`src/rtl/core/lsct_pkg.sv`:
```
// Shared types and constants for the LRU sector cache tag store.
// Used by lsct_lookup and lru_sector_cache_tags_core; depends on nothing.
package lsct_pkg;

  localparam int ENTRIES  = 16;
  localparam int IDX_W    = (ENTRIES > 1) ? $clog2(ENTRIES) : 1;
  localparam int CNT_W    = $clog2(ENTRIES + 1);
  localparam int SECTOR_W = 32;
  localparam int SLOT_W   = 4;
  localparam int CAP_W    = 5;
  localparam int OUT_W    = 40;

  localparam logic [CAP_W-1:0] CAP_RESET = CAP_W'(16);

  typedef enum logic {
    FUNC_FETCH = 1'b0,
    FUNC_STORE = 1'b1
  } func_e;

  typedef logic [IDX_W-1:0]    idx_t;
  typedef logic [CNT_W-1:0]    cnt_t;
  typedef logic [SECTOR_W-1:0] sector_t;

  // Decision for one transaction: result fields plus the table update.
  typedef struct packed {
    logic    hit;
    idx_t    slot;
    logic    written;
    logic    evicted;
    sector_t ev_sector;
    logic    upd;        // promote slot to most recent
    logic    set_tag;    // load the new sector into slot
    logic    set_valid;  // slot was free, mark it used
    logic    inc_used;
    cnt_t    thresh;     // valid entries ranked below this age by one
  } lookup_t;

endpackage

```
`src/rtl/core/lsct_lookup.sv`:
```
// Parallel tag compare, victim and free slot search for the sector cache.
// Depends on lsct_pkg.
module lsct_lookup
  import lsct_pkg::*;
(
  input  logic       func_i,
  input  sector_t    sector_i,
  input  sector_t    tags_i  [ENTRIES],
  input  logic       valid_i [ENTRIES],
  input  idx_t       ranks_i [ENTRIES],
  input  cnt_t       used_i,
  input  logic [CAP_W-1:0] cap_i,
  output lookup_t    lookup_o
);

  cnt_t eff_cap;
  logic hit_any, victim_any, free_any;
  idx_t hit_idx, victim_idx, free_idx;
  cnt_t last_rank;

  always_comb begin
    if (int'(cap_i) > ENTRIES) begin
      eff_cap = CNT_W'(ENTRIES);
    end else begin
      eff_cap = CNT_W'(cap_i);
    end
  end

  assign last_rank = used_i - cnt_t'(1);

  // Scan downward so the lowest matching slot wins.
  always_comb begin
    hit_any    = 1'b0;
    victim_any = 1'b0;
    free_any   = 1'b0;
    hit_idx    = '0;
    victim_idx = '0;
    free_idx   = '0;
    for (int i = ENTRIES - 1; i >= 0; i--) begin
      if (valid_i[i] && (tags_i[i] == sector_i)) begin
        hit_any = 1'b1;
        hit_idx = IDX_W'(i);
      end
      if (valid_i[i] && (CNT_W'(ranks_i[i]) == last_rank)) begin
        victim_any = 1'b1;
        victim_idx = IDX_W'(i);
      end
      if (!valid_i[i]) begin
        free_any = 1'b1;
        free_idx = IDX_W'(i);
      end
    end
  end

  always_comb begin
    lookup_o = '0;
    if (eff_cap != '0) begin
      if (hit_any) begin
        lookup_o.hit     = 1'b1;
        lookup_o.slot    = hit_idx;
        lookup_o.written = (func_i == FUNC_STORE);
        lookup_o.upd     = 1'b1;
        lookup_o.thresh  = CNT_W'(ranks_i[hit_idx]);
      end else if (func_i == FUNC_STORE) begin
        lookup_o.written = 1'b1;
        lookup_o.upd     = 1'b1;
        lookup_o.set_tag = 1'b1;
        if ((used_i >= eff_cap) && victim_any) begin
          lookup_o.evicted   = 1'b1;
          lookup_o.slot      = victim_idx;
          lookup_o.ev_sector = tags_i[victim_idx];
          lookup_o.thresh    = last_rank;
        end else begin
          lookup_o.slot      = free_any ? free_idx : '0;
          lookup_o.set_valid = 1'b1;
          lookup_o.inc_used  = 1'b1;
          lookup_o.thresh    = used_i;
        end
      end
    end
  end

endmodule

```
`src/rtl/core/lru_sector_cache_tags_core.sv`:
```
// Fully associative LRU tag store for disc sectors, top level.
// Depends on lsct_pkg and lsct_lookup.
//
// Input stream: s_axis_tuser carries func (0 fetch, 1 store), s_axis_tdata
// the 32-bit sector. Each transaction yields exactly one result on the
// output stream: hit, slot, written, evicted, evicted_sector.
// Configuration: cfg_data_i is the capacity (0..31, above 16 acts as 16;
// 0 disables caching); every write clears all entries. cfg_ready_o is always high.
//
// An input transaction first lands in the input register; then all 16
// tags compare and all ranks update in one pass into the output register
// together with the result, which raises m_axis_tvalid.
// Throughput is one transaction per cycle while the receiver does not
// stall; the table state written at the end of one pass is what the next
// pass sees.
//
// Reset leaves the cache empty with capacity 16. When the receiver stalls,
// the output register holds its result, the input register holds one
// more transaction, and s_axis_tready drops until the output drains.
module lru_sector_cache_tags_core
  import lsct_pkg::*;
(
  input  logic               clk_i,
  input  logic               rst_ni,
  input  logic               s_axis_tvalid,
  output logic               s_axis_tready,
  input  logic [31:0]        s_axis_tdata,   // [31:0] sector
  input  logic               s_axis_tuser,   // [0] func
  output logic               m_axis_tvalid,
  input  logic               m_axis_tready,
  output logic [OUT_W-1:0]   m_axis_tdata,   // [0] hit, [4:1] slot, [5] written,
                                             // [6] evicted, [38:7] evicted_sector
  input  logic               cfg_valid_i,
  output logic               cfg_ready_o,
  input  logic [CAP_W-1:0]   cfg_data_i
);

  logic             in_valid_q;
  logic             func_q;
  sector_t          sector_q;
  logic             out_valid_q;
  logic [OUT_W-1:0] out_data_q;
  logic [CAP_W-1:0] cap_q;
  cnt_t             used_q;
  sector_t          tags_q  [ENTRIES];
  logic             valid_q [ENTRIES];
  idx_t             ranks_q [ENTRIES];

  lookup_t              lk;
  logic                 advance;
  logic                 cfg_wr;
  logic [ENTRIES-1:0]   valid_vec;

  assign cfg_ready_o   = 1'b1;
  assign cfg_wr        = cfg_valid_i && cfg_ready_o;
  assign advance       = in_valid_q && (!out_valid_q || m_axis_tready);
  assign s_axis_tready = !in_valid_q || advance;
  assign m_axis_tvalid = out_valid_q;
  assign m_axis_tdata  = out_data_q;

  lsct_lookup u_lookup (
    .func_i   (func_q),
    .sector_i (sector_q),
    .tags_i   (tags_q),
    .valid_i  (valid_q),
    .ranks_i  (ranks_q),
    .used_i   (used_q),
    .cap_i    (cap_q),
    .lookup_o (lk)
  );

  // Input register
  always_ff @(posedge clk_i or negedge rst_ni) begin
    if (!rst_ni) begin
      in_valid_q <= 1'b0;
    end else if (s_axis_tready) begin
      in_valid_q <= s_axis_tvalid;
    end
  end

  always_ff @(posedge clk_i) begin
    if (s_axis_tvalid && s_axis_tready) begin
      func_q   <= s_axis_tuser;
      sector_q <= s_axis_tdata;
    end
  end

  // Output register
  always_ff @(posedge clk_i or negedge rst_ni) begin
    if (!rst_ni) begin
      out_valid_q <= 1'b0;
    end else if (advance) begin
      out_valid_q <= 1'b1;
    end else if (m_axis_tready) begin
      out_valid_q <= 1'b0;
    end
  end

  always_ff @(posedge clk_i) begin
    if (advance) begin
      out_data_q <= {1'b0, lk.ev_sector, lk.evicted, lk.written,
                     SLOT_W'(lk.slot), lk.hit};
    end
  end

  // Capacity, count, valid bits and ranks
  always_ff @(posedge clk_i or negedge rst_ni) begin
    if (!rst_ni) begin
      cap_q  <= CAP_RESET;
      used_q <= '0;
      for (int i = 0; i < ENTRIES; i++) begin
        valid_q[i] <= 1'b0;
        ranks_q[i] <= '0;
      end
    end else if (cfg_wr) begin
      cap_q  <= cfg_data_i;
      used_q <= '0;
      for (int i = 0; i < ENTRIES; i++) begin
        valid_q[i] <= 1'b0;
        ranks_q[i] <= '0;
      end
    end else if (advance && lk.upd) begin
      if (lk.inc_used) begin
        used_q <= used_q + cnt_t'(1);
      end
      for (int i = 0; i < ENTRIES; i++) begin
        if (IDX_W'(i) == lk.slot) begin
          ranks_q[i] <= '0;
          if (lk.set_valid) begin
            valid_q[i] <= 1'b1;
          end
        end else if (valid_q[i] && (CNT_W'(ranks_q[i]) < lk.thresh)) begin
          ranks_q[i] <= ranks_q[i] + idx_t'(1);
        end
      end
    end
  end

  // Tag store, no reset: a tag is compared only while its entry is valid
  always_ff @(posedge clk_i) begin
    if (!cfg_wr && advance && lk.set_tag) begin
      tags_q[lk.slot] <= sector_q;
    end
  end

  always_comb begin
    for (int i = 0; i < ENTRIES; i++) begin
      valid_vec[i] = valid_q[i];
    end
  end

  a_cfg_clears: assert property (@(posedge clk_i) disable iff (!rst_ni)
    cfg_wr |=> (used_q == '0))
    else $error("capacity write did not clear the cache");

  a_count_match: assert property (@(posedge clk_i) disable iff (!rst_ni)
    $countones(valid_vec) == int'(used_q))
    else $error("valid entries disagree with the in-use count");

  a_count_bound: assert property (@(posedge clk_i) disable iff (!rst_ni)
    int'(used_q) <= ENTRIES)
    else $error("in-use count above the entry count");

  a_evict_store: assert property (@(posedge clk_i) disable iff (!rst_ni)
    (advance && lk.evicted) |-> (lk.written && !lk.hit && (func_q == FUNC_STORE)))
    else $error("eviction outside a store miss");

endmodule

```
`config.mk`:
```
export PLATFORM = sky130hd
export DESIGN_NAME = lru_sector_cache_tags_core
export DESIGN_NICKNAME = d
export VERILOG_FILES = /design/src/rtl/core/lsct_pkg.sv /design/src/rtl/core/lsct_lookup.sv /design/src/rtl/core/lru_sector_cache_tags_core.sv
export SDC_FILE = /design/constraint.sdc
export NUM_CORES = 1
export LEC_CHECK = 0
export BUFFER_PORTS_ARGS = -buffer_cell sky130_fd_sc_hd__buf_4
export CAP_MARGIN = 30
export CORE_ASPECT_RATIO = 0.7
export CORE_MARGIN = 2
export CORE_UTILIZATION = 45
export CTS_CLUSTER_DIAMETER = 120
export DETAILED_ROUTE_END_ITERATION = 7
export PLACE_DENSITY_LB_ADDON = 0.08
export SYNTH_ARGS = -nofsm -noshare
export SYNTH_HDL_FRONTEND = slang
export SYNTH_SLANG_ARGS = --single-unit
```
`constraint.sdc`:
```
create_clock -name clk_i -period 10.25 [get_ports clk_i]
set_input_delay 0 -clock clk_i [delete_from_list [all_inputs] [get_ports clk_i]]
set_output_delay 0 -clock clk_i [all_outputs]
set_load 0.05 [all_outputs]
```
==> results of run 1 <==
[through the flow]
| stage | hold slack (ns) | instance area (um2) | setup slack, ns | total power, mW | util, % |
|---|---|---|---|---|---|
| after floorplan | -0.296 | 38200 | 3.05 | 3.42 | - |
| after global placement | -0.00771 | 40000 | 2.44 | 3.62 | 47.5 |
| after detailed placement | -0.000240 | 40300 | 2.23 | 3.63 | 47.9 |
| after CTS | 0.0491 | 43100 | 2.22 | 6.29 | 51.2 |
| after global routing | 0.0730 | 43200 | 1.83 | 6.43 | 51.3 |
| final | 0.0826 | 43200 | 2.08 | 6.27 | 51.3 |
[repair_timing]
action / in CTS / in global routing
endpoints found under the setup margin: 0 / 0
hold buffers: 47 / 0
endpoints found under the hold margin: 99 / 0
setup buffers: 0 / 0
[final cells by class]
cell class | count | area share (%)
Sequential cell | 676 | 46.0
Multi-Input combinational cell | 2288 | 40.2
Timing Repair Buffer | 237 | 4.89
Clock buffer | 88 | 4.51
Tap cell | 1137 | 3.30
Clock inverter | 43 | 0.899
Inverter | 32 | 0.278
[power by group through the flow]
stage	Combinational, mW	Clock (mW)	Sequential, mW
floorplan	0.273	0	3.15
global placement	0.498	0	3.12
detailed placement	0.504	0	3.13
CTS	0.521	2.70	3.07
global route	0.561	2.80	3.07
finish	0.532	2.67	3.07
[metal layers]
metal,up-vias,share of wire [%],GRT usage (%)
met5,-,0.010,0
met4,2,2.1,7.06
met3,148,12,8.60
met2,1584,38,40.1
met1,14100,48,50.9
li1,12200,-,-
[worst max-delay path by stage]
| stage | depth (start not counted) | to | from |
|---|---|---|---|
| after global routing | 23 | ranks_q[38] | sector_q[28] |
| after detailed placement | 23 | ranks_q[38] | sector_q[28] |
| after global placement | 22 | ranks_q[38] | sector_q[28] |
| after floorplan | 14 | tags_q[64] | used_q[0] |
| final | 24 | ranks_q[34] | sector_q[28] |
| after CTS | 23 | ranks_q[38] | sector_q[28] |
[sequential cells by signal (all words and copies together) (netlist names)]
name and flops:
used_q 5, sector_q 32, ranks_q 64, m_axis_tdata 39, valid_q 16, m_axis_tvalid 1, cap_q 5, in_valid_q 1
tags_q 512, func_q 1
[synth_stat cells, types with 90 or more instances]
cell	n	area, um2
nand2_1	123	462
xor2_1	420	3680
a211oi_1	138	1040
xnor2_1	140	1230
a21oi_1	174	871
clkbuf_1	90	338
mux2_2	141	1590
nor2_1	211	792
mux2i_1	161	1610
dfrtp_1	91	2280
nor4_1	100	626
edfxtp_1	584	17500
[cells by family after synthesis]
group,Yosys count,share of synthesized area [%]
simple gates,761,10.2
flops,676,52.0
xor+xnor,577,13.9
compound gates,574,10.1
mux,303,8.42
buf+inv,238,3.09
fa+ha+maj,71,2.33
other cells,2,0.0197
[worst register-to-register path: stages (launching register included)]
cell,delay [ns]
edfxtp_1,1.04
buf_4,0.42
xor2_1,0.13
nor4_1,0.39
nand4_1,0.19
or4_1,0.80
o21ai_0,0.46
a221oi_2,0.16
o21ai_4,0.17
buf_4,0.47
mux2i_1,0.17
mux2_2,0.29
or3_1,0.35
o21ai_0,0.09
a21oi_1,0.06
o21ai_0,0.11
nand2_1,0.65
ha_1,0.60
a21o_1,0.19
a21oi_1,0.28
a21boi_0,0.20
o21ai_0,0.15
a21oi_1,0.29
a21oi_1,0.11
a211o_1,0.29
==> impl_metrics.yaml, run 1 <==
power:
  switchingPower_mw: 1.57
  p_clk_share_pct: 42.6
  combPwrFrac_pct: 8.5
  leakage_nw: 16.3
  peakVddDrop_mv: 0.117
  switching_share_pct: 25.0
  seqPwrFrac_pct: 48.9
  p_per_area_mw_per_mm2: 145
  internal_power_mw: 4.70
timing:
  setup_violations: 0
  slew_viol_final: 0
  finalCritPeriodShare_pct: 79.7
  finalSetupTns_ns: 0
  fin_skew_ns: 0.0188
  period_minus_slack_ns: 8.17
  max_freq_mhz: 122
  hold_viol_final: 0
  max_slew_margin_pct: 21.9
  worst_pin_slew_ns: 1.17
  rsz0062_at_grt: "false"
setup_path:
  r2r_end: "ranks_q[34]"
  crit_chain: "buf_4 -> xor2_1 -> nor4_1 -> nand4_1 -> or4_1 -> o21ai_0 -> a221oi_2 -> o21ai_4 -> buf_4 -> mux2i_1 -> mux2_2 -> or3_1 -> o21ai_0 -> a21oi_1 -> o21ai_0 -> nand2_1 -> ha_1 -> a21o_1 -> a21oi_1 -> a21boi_0 -> o21ai_0 -> a21oi_1 -> a21oi_1 -> a211o_1"
  path_buf_inv: 2
  r2r.worst_path.cells: 24
  critPathCaptureType: "flip-flop"
  crit_path_top_delay_cell: "edfxtp_1"
  worstPathMaxFanout: 32
  crit_arrival_ns: 8.68
  max_stage_delay_ns: 1.04
  r2r-start: "sector_q[28]"
  crit_required_ns: 10.76
  critPathLaunchType: "flip-flop"
  cpLargestDelayFamily: "compound AO/OA/AOI/OAI gates"
  r2r_slack_ns: 2.08
  path_class: "reg -> reg"
global_route:
  grt_max_degree: 143
  first_global_vias: 25900
  antenna_found_initial: 5
  track_usage_pct: 31.3
  grt_pass1_wl_um: 196000
  grt_overflow_total: 0
finish:
  layout_commonest_cell: "edfxtp_1"
  area_growth_syn_to_layout_pct: 13.0
  num_antenna_cells: 0
  finalNetCount: 3421
  fin_cells: 4501
  mostFrequentLayoutCells: "edfxtp_1, xor2_1, nor2_1"
  drive_above_1_share_pct: 14.9
  multi_input_area_mm2: 0.0173
  ff_latch_area_mm2: 0.0198
  fill_cells: 7436
synth:
  syn_area_per_cell_um2: 11.9
  syn_inst: 3202
  synth_area_mm2: 0.0382
  synthesis.nets: 3316
  ys_seq_elements: 676
  synth-seq-area-share_pct: 52.0
  synth_edf_count: 584
  async_reset_ff_share_pct: 13.6
  synth_cell_type_count: 89
  synth_ff_type: "edfxtp_1"
  ys.warnings.count: 0
floorplanning:
  start_util_pct: 45.3
  die_h_um: 248
  boundaryPins: 86
  die_x_um: 352
  core_area_mm2: 0.0842
  die_area_mm2: 0.0872
  rows: 89
placed_design:
  place_inst: 4317
  place_congestion: 0.962
  numPortBuffers: 83
  dp_hpwl_um: 99500
route:
  vias: 28000
  routed_wl_um: 139000
  wl_per_cell_um: 30.9
  first_iter_violations: 3868
  drc: 0
  avgViaCountPerCell: 6.22
  drtPass1Iterations: 7
  drtAntennaViolNets: 0
min_path:
  hold_path.class: "in -> reg"
  hp-start: "s_axis_tdata[28]"
  min_to: "sector_q[28]"
  min_path_cells: 2
job:
  drv_cap: 0
clock_network:
  cts_tree: "done"
  clkTransAtPathRegs_ns: 0.07
  cts_resized: 0
  cts_max_level: 3
  numCtsBuffers: 72
  ctsLongestPathBuffers: 3
  root_buffer: "clkbuf_16"
  cts.sink_count: 676
  clk_latency_ns: 0.64
status:
  outcome: "complete, no violations"
Note: power is estimated with default switching activity, not from simulation.
==> run 2: changes to the inputs <==
==> constraint.sdc (replaced) <==
create_clock -name clk_i -period 7.6 [get_ports clk_i]
set_input_delay 0 -clock clk_i [delete_from_list [all_inputs] [get_ports clk_i]]
set_output_delay 0 -clock clk_i [all_outputs]
set_load 0.05 [all_outputs]
==> impl_metrics.yaml, run 2 (synthesized netlist as in run 1, its figures left out) <==
status:
  outcome: "finished with violations"
  failed_checks: "DRC"
timing:
  max_slew_margin_pct: 20.7
  finalCritPeriodShare_pct: 94.1
  period_minus_slack_ns: 7.15
  setup_violations: 0
  rsz0062_at_grt: "false"
  holdWs_ns: 0.0791
  max_freq_mhz: 140
  hold_viol_final: 0
  fin_skew_ns: 0.0233
  worst_pin_slew_ns: 1.19
  finalSetupTns_ns: 0
  slew_viol_final: 0
finish:
  area_growth_syn_to_layout_pct: 14.0
  mostFrequentLayoutCells: "edfxtp_1, xor2_1, buf_4"
  drive_above_1_share_pct: 16.0
  top_register: "tags_q"
  fin_cells: 4548
  fill_cells: 7385
  largest_register_ffs: 512
  finalNetCount: 3468
  layout_commonest_cell: "edfxtp_1"
  fin_util_pct: 51.7
clock_network:
  cts.sink_count: 676
  cts_setup_buffers: 0
  ctsLongestPathBuffers: 3
  root_buffer: "clkbuf_16"
  clk_latency_ns: 0.65
  numCtsBuffers: 73
  cts_resized: 0
  holdBufCountCts: 47
  cts_max_level: 3
  clkTransAtPathRegs_ns: 0.06
  cts_tree: "done"
floorplanning:
  die_x_um: 352
  boundaryPins: 86
  die_area_mm2: 0.0872
  rows: 89
  core_area_mm2: 0.0842
  start_util_pct: 45.3
  die_h_um: 248
setup_path:
  path_class: "reg -> reg"
  worstPathMaxFanout: 23
  max_stage_delay_ns: 0.66
  crit_path_top_delay_cell: "or4_4"
  crit_chain: "buf_4 -> xor2_1 -> nor4_1 -> nand4_1 -> or4_4 -> and2_1 -> a41oi_2 -> nand2b_1 -> mux2_2 -> o21ai_0 -> o21ai_0 -> o211a_1 -> a21oi_2 -> buf_12 -> ha_1 -> and3_1 -> a221oi_1 -> o21ai_0 -> a211oi_2 -> o21ai_1 -> a22o_1"
  r2r.worst_path.cells: 21
  crit_required_ns: 8.14
  crit_arrival_ns: 7.69
  crit_path_frequent_cell: "o21ai_0"
  critPathCaptureType: "flip-flop"
  critPathLaunchType: "flip-flop"
route:
  dr_wl_met3_um: 17700
  routed_wl_um: 141000
  drtPass1Iterations: 8
  dr.max_layer_used: "met5"
  wl_per_cell_um: 31.0
  avgViaCountPerCell: 6.24
  wl_met2_um: 53400
  vias: 28400
  first_iter_violations: 4027
  drtAntennaViolNets: 0
  m1WireLength_um: 67100
  drc: 3
min_path:
  hold_path.class: "in -> reg"
  min_path_cells: 2
power:
  leakage_nw: 16.6
  combPwrFrac_pct: 8.5
  seqPwrFrac_pct: 48.3
  switchingPower_mw: 2.14
  peakVddDrop_mv: 0.162
  internal_power_mw: 6.44
  p_clk_share_pct: 43.3
  p_per_area_mw_per_mm2: 197
  switching_share_pct: 24.9
placed_design:
  place_congestion: 0.969
  numPortBuffers: 83
  place_inst: 4364
  dp_hpwl_um: 102000
job:
  drv_cap: 0
global_route:
  grt_max_degree: 80
  grt_pass1_wl_um: 198000
  grt_overflow_total: 0
  track_usage_pct: 31.7
  first_global_vias: 26400
  antenna_found_initial: 6
==> run 2: cell count changes in the layout (fill, tap and decap cells not counted), moves of 2 or more <==
cell	delta
clkinv_1	-4
clkbuf_1	+3
bufinv_16	+2
buf_2	-3
clkinvlp_4	-6
buf_16	-5
inv_6	+2
buf_4	+54
==> run 2: stage by stage <==
step,setup slack (ns),total power [mW],instance area [um2]
3_5_place_dp,0.697,4.91,40600
4_1_cts,0.686,8.60,43500
5_1_grt,0.0908,8.79,43500
3_3_place_gp,0.749,4.90,40600
2_1_floorplan,0.402,4.62,38200
6_report,0.450,8.58,43500
==> run 2: final timing paths <==
path	from	endpoint	slack [ns]
setup / recovery	sector_q[10]	ranks_q[26]	0.45
hold / removal	s_axis_tdata[18]	sector_q[18]	0.08
setup reg to reg	sector_q[10]	ranks_q[26]	0.45
hold reg to reg	in_valid_q	m_axis_tvalid	0.50
max in group asynchronous	rst_ni	in_valid_q	6.30
min in group asynchronous	rst_ni	ranks_q[46]	0.38
==> run 2: power by group through the flow <==
stage	Combinational (mW)	Sequential [mW]	Clock, mW
after floorplan	0.368	4.25	0
after global placement	0.687	4.21	0
after detailed placement	0.693	4.22	0
after CTS	0.717	4.14	3.75
after global routing	0.767	4.14	3.88
final	0.728	4.14	3.71
==> run 2: worst max-delay path: cells and delay by family, from the launching register on <==
| family | cells | cell delay (ns) |
|---|---|---|
| mux | 1 | 0.39 |
| simple gates | 6 | 2.31 |
| buf+inv | 2 | 0.67 |
| xor+xnor | 1 | 0.15 |
| compound gates | 10 | 2.59 |
| flops | 1 | 0.62 |
| fa+ha+maj | 1 | 0.27 |
==> run 2: metal layers <==
| metal | up-vias | GRT usage (%) |
|---|---|---|
| met5 | - | 0 |
| met4 | 2 | 6.35 |
| met3 | 162 | 9.50 |
| met2 | 1659 | 41.0 |
| met1 | 14300 | 50.9 |
| li1 | 12200 | - |
==> run 2: cell type report <==
cell class	count	area, um2	area share, %
antenna	1	2.50	0.00575
clock buffer	91	1970	4.52
clock inverter	40	450	1.04
inverter	32	120	0.276
multi-input combinational	2288	17300	39.8
sequential	676	19800	45.6
tap	1137	1420	3.27
timing repair buffer	283	2380	5.47
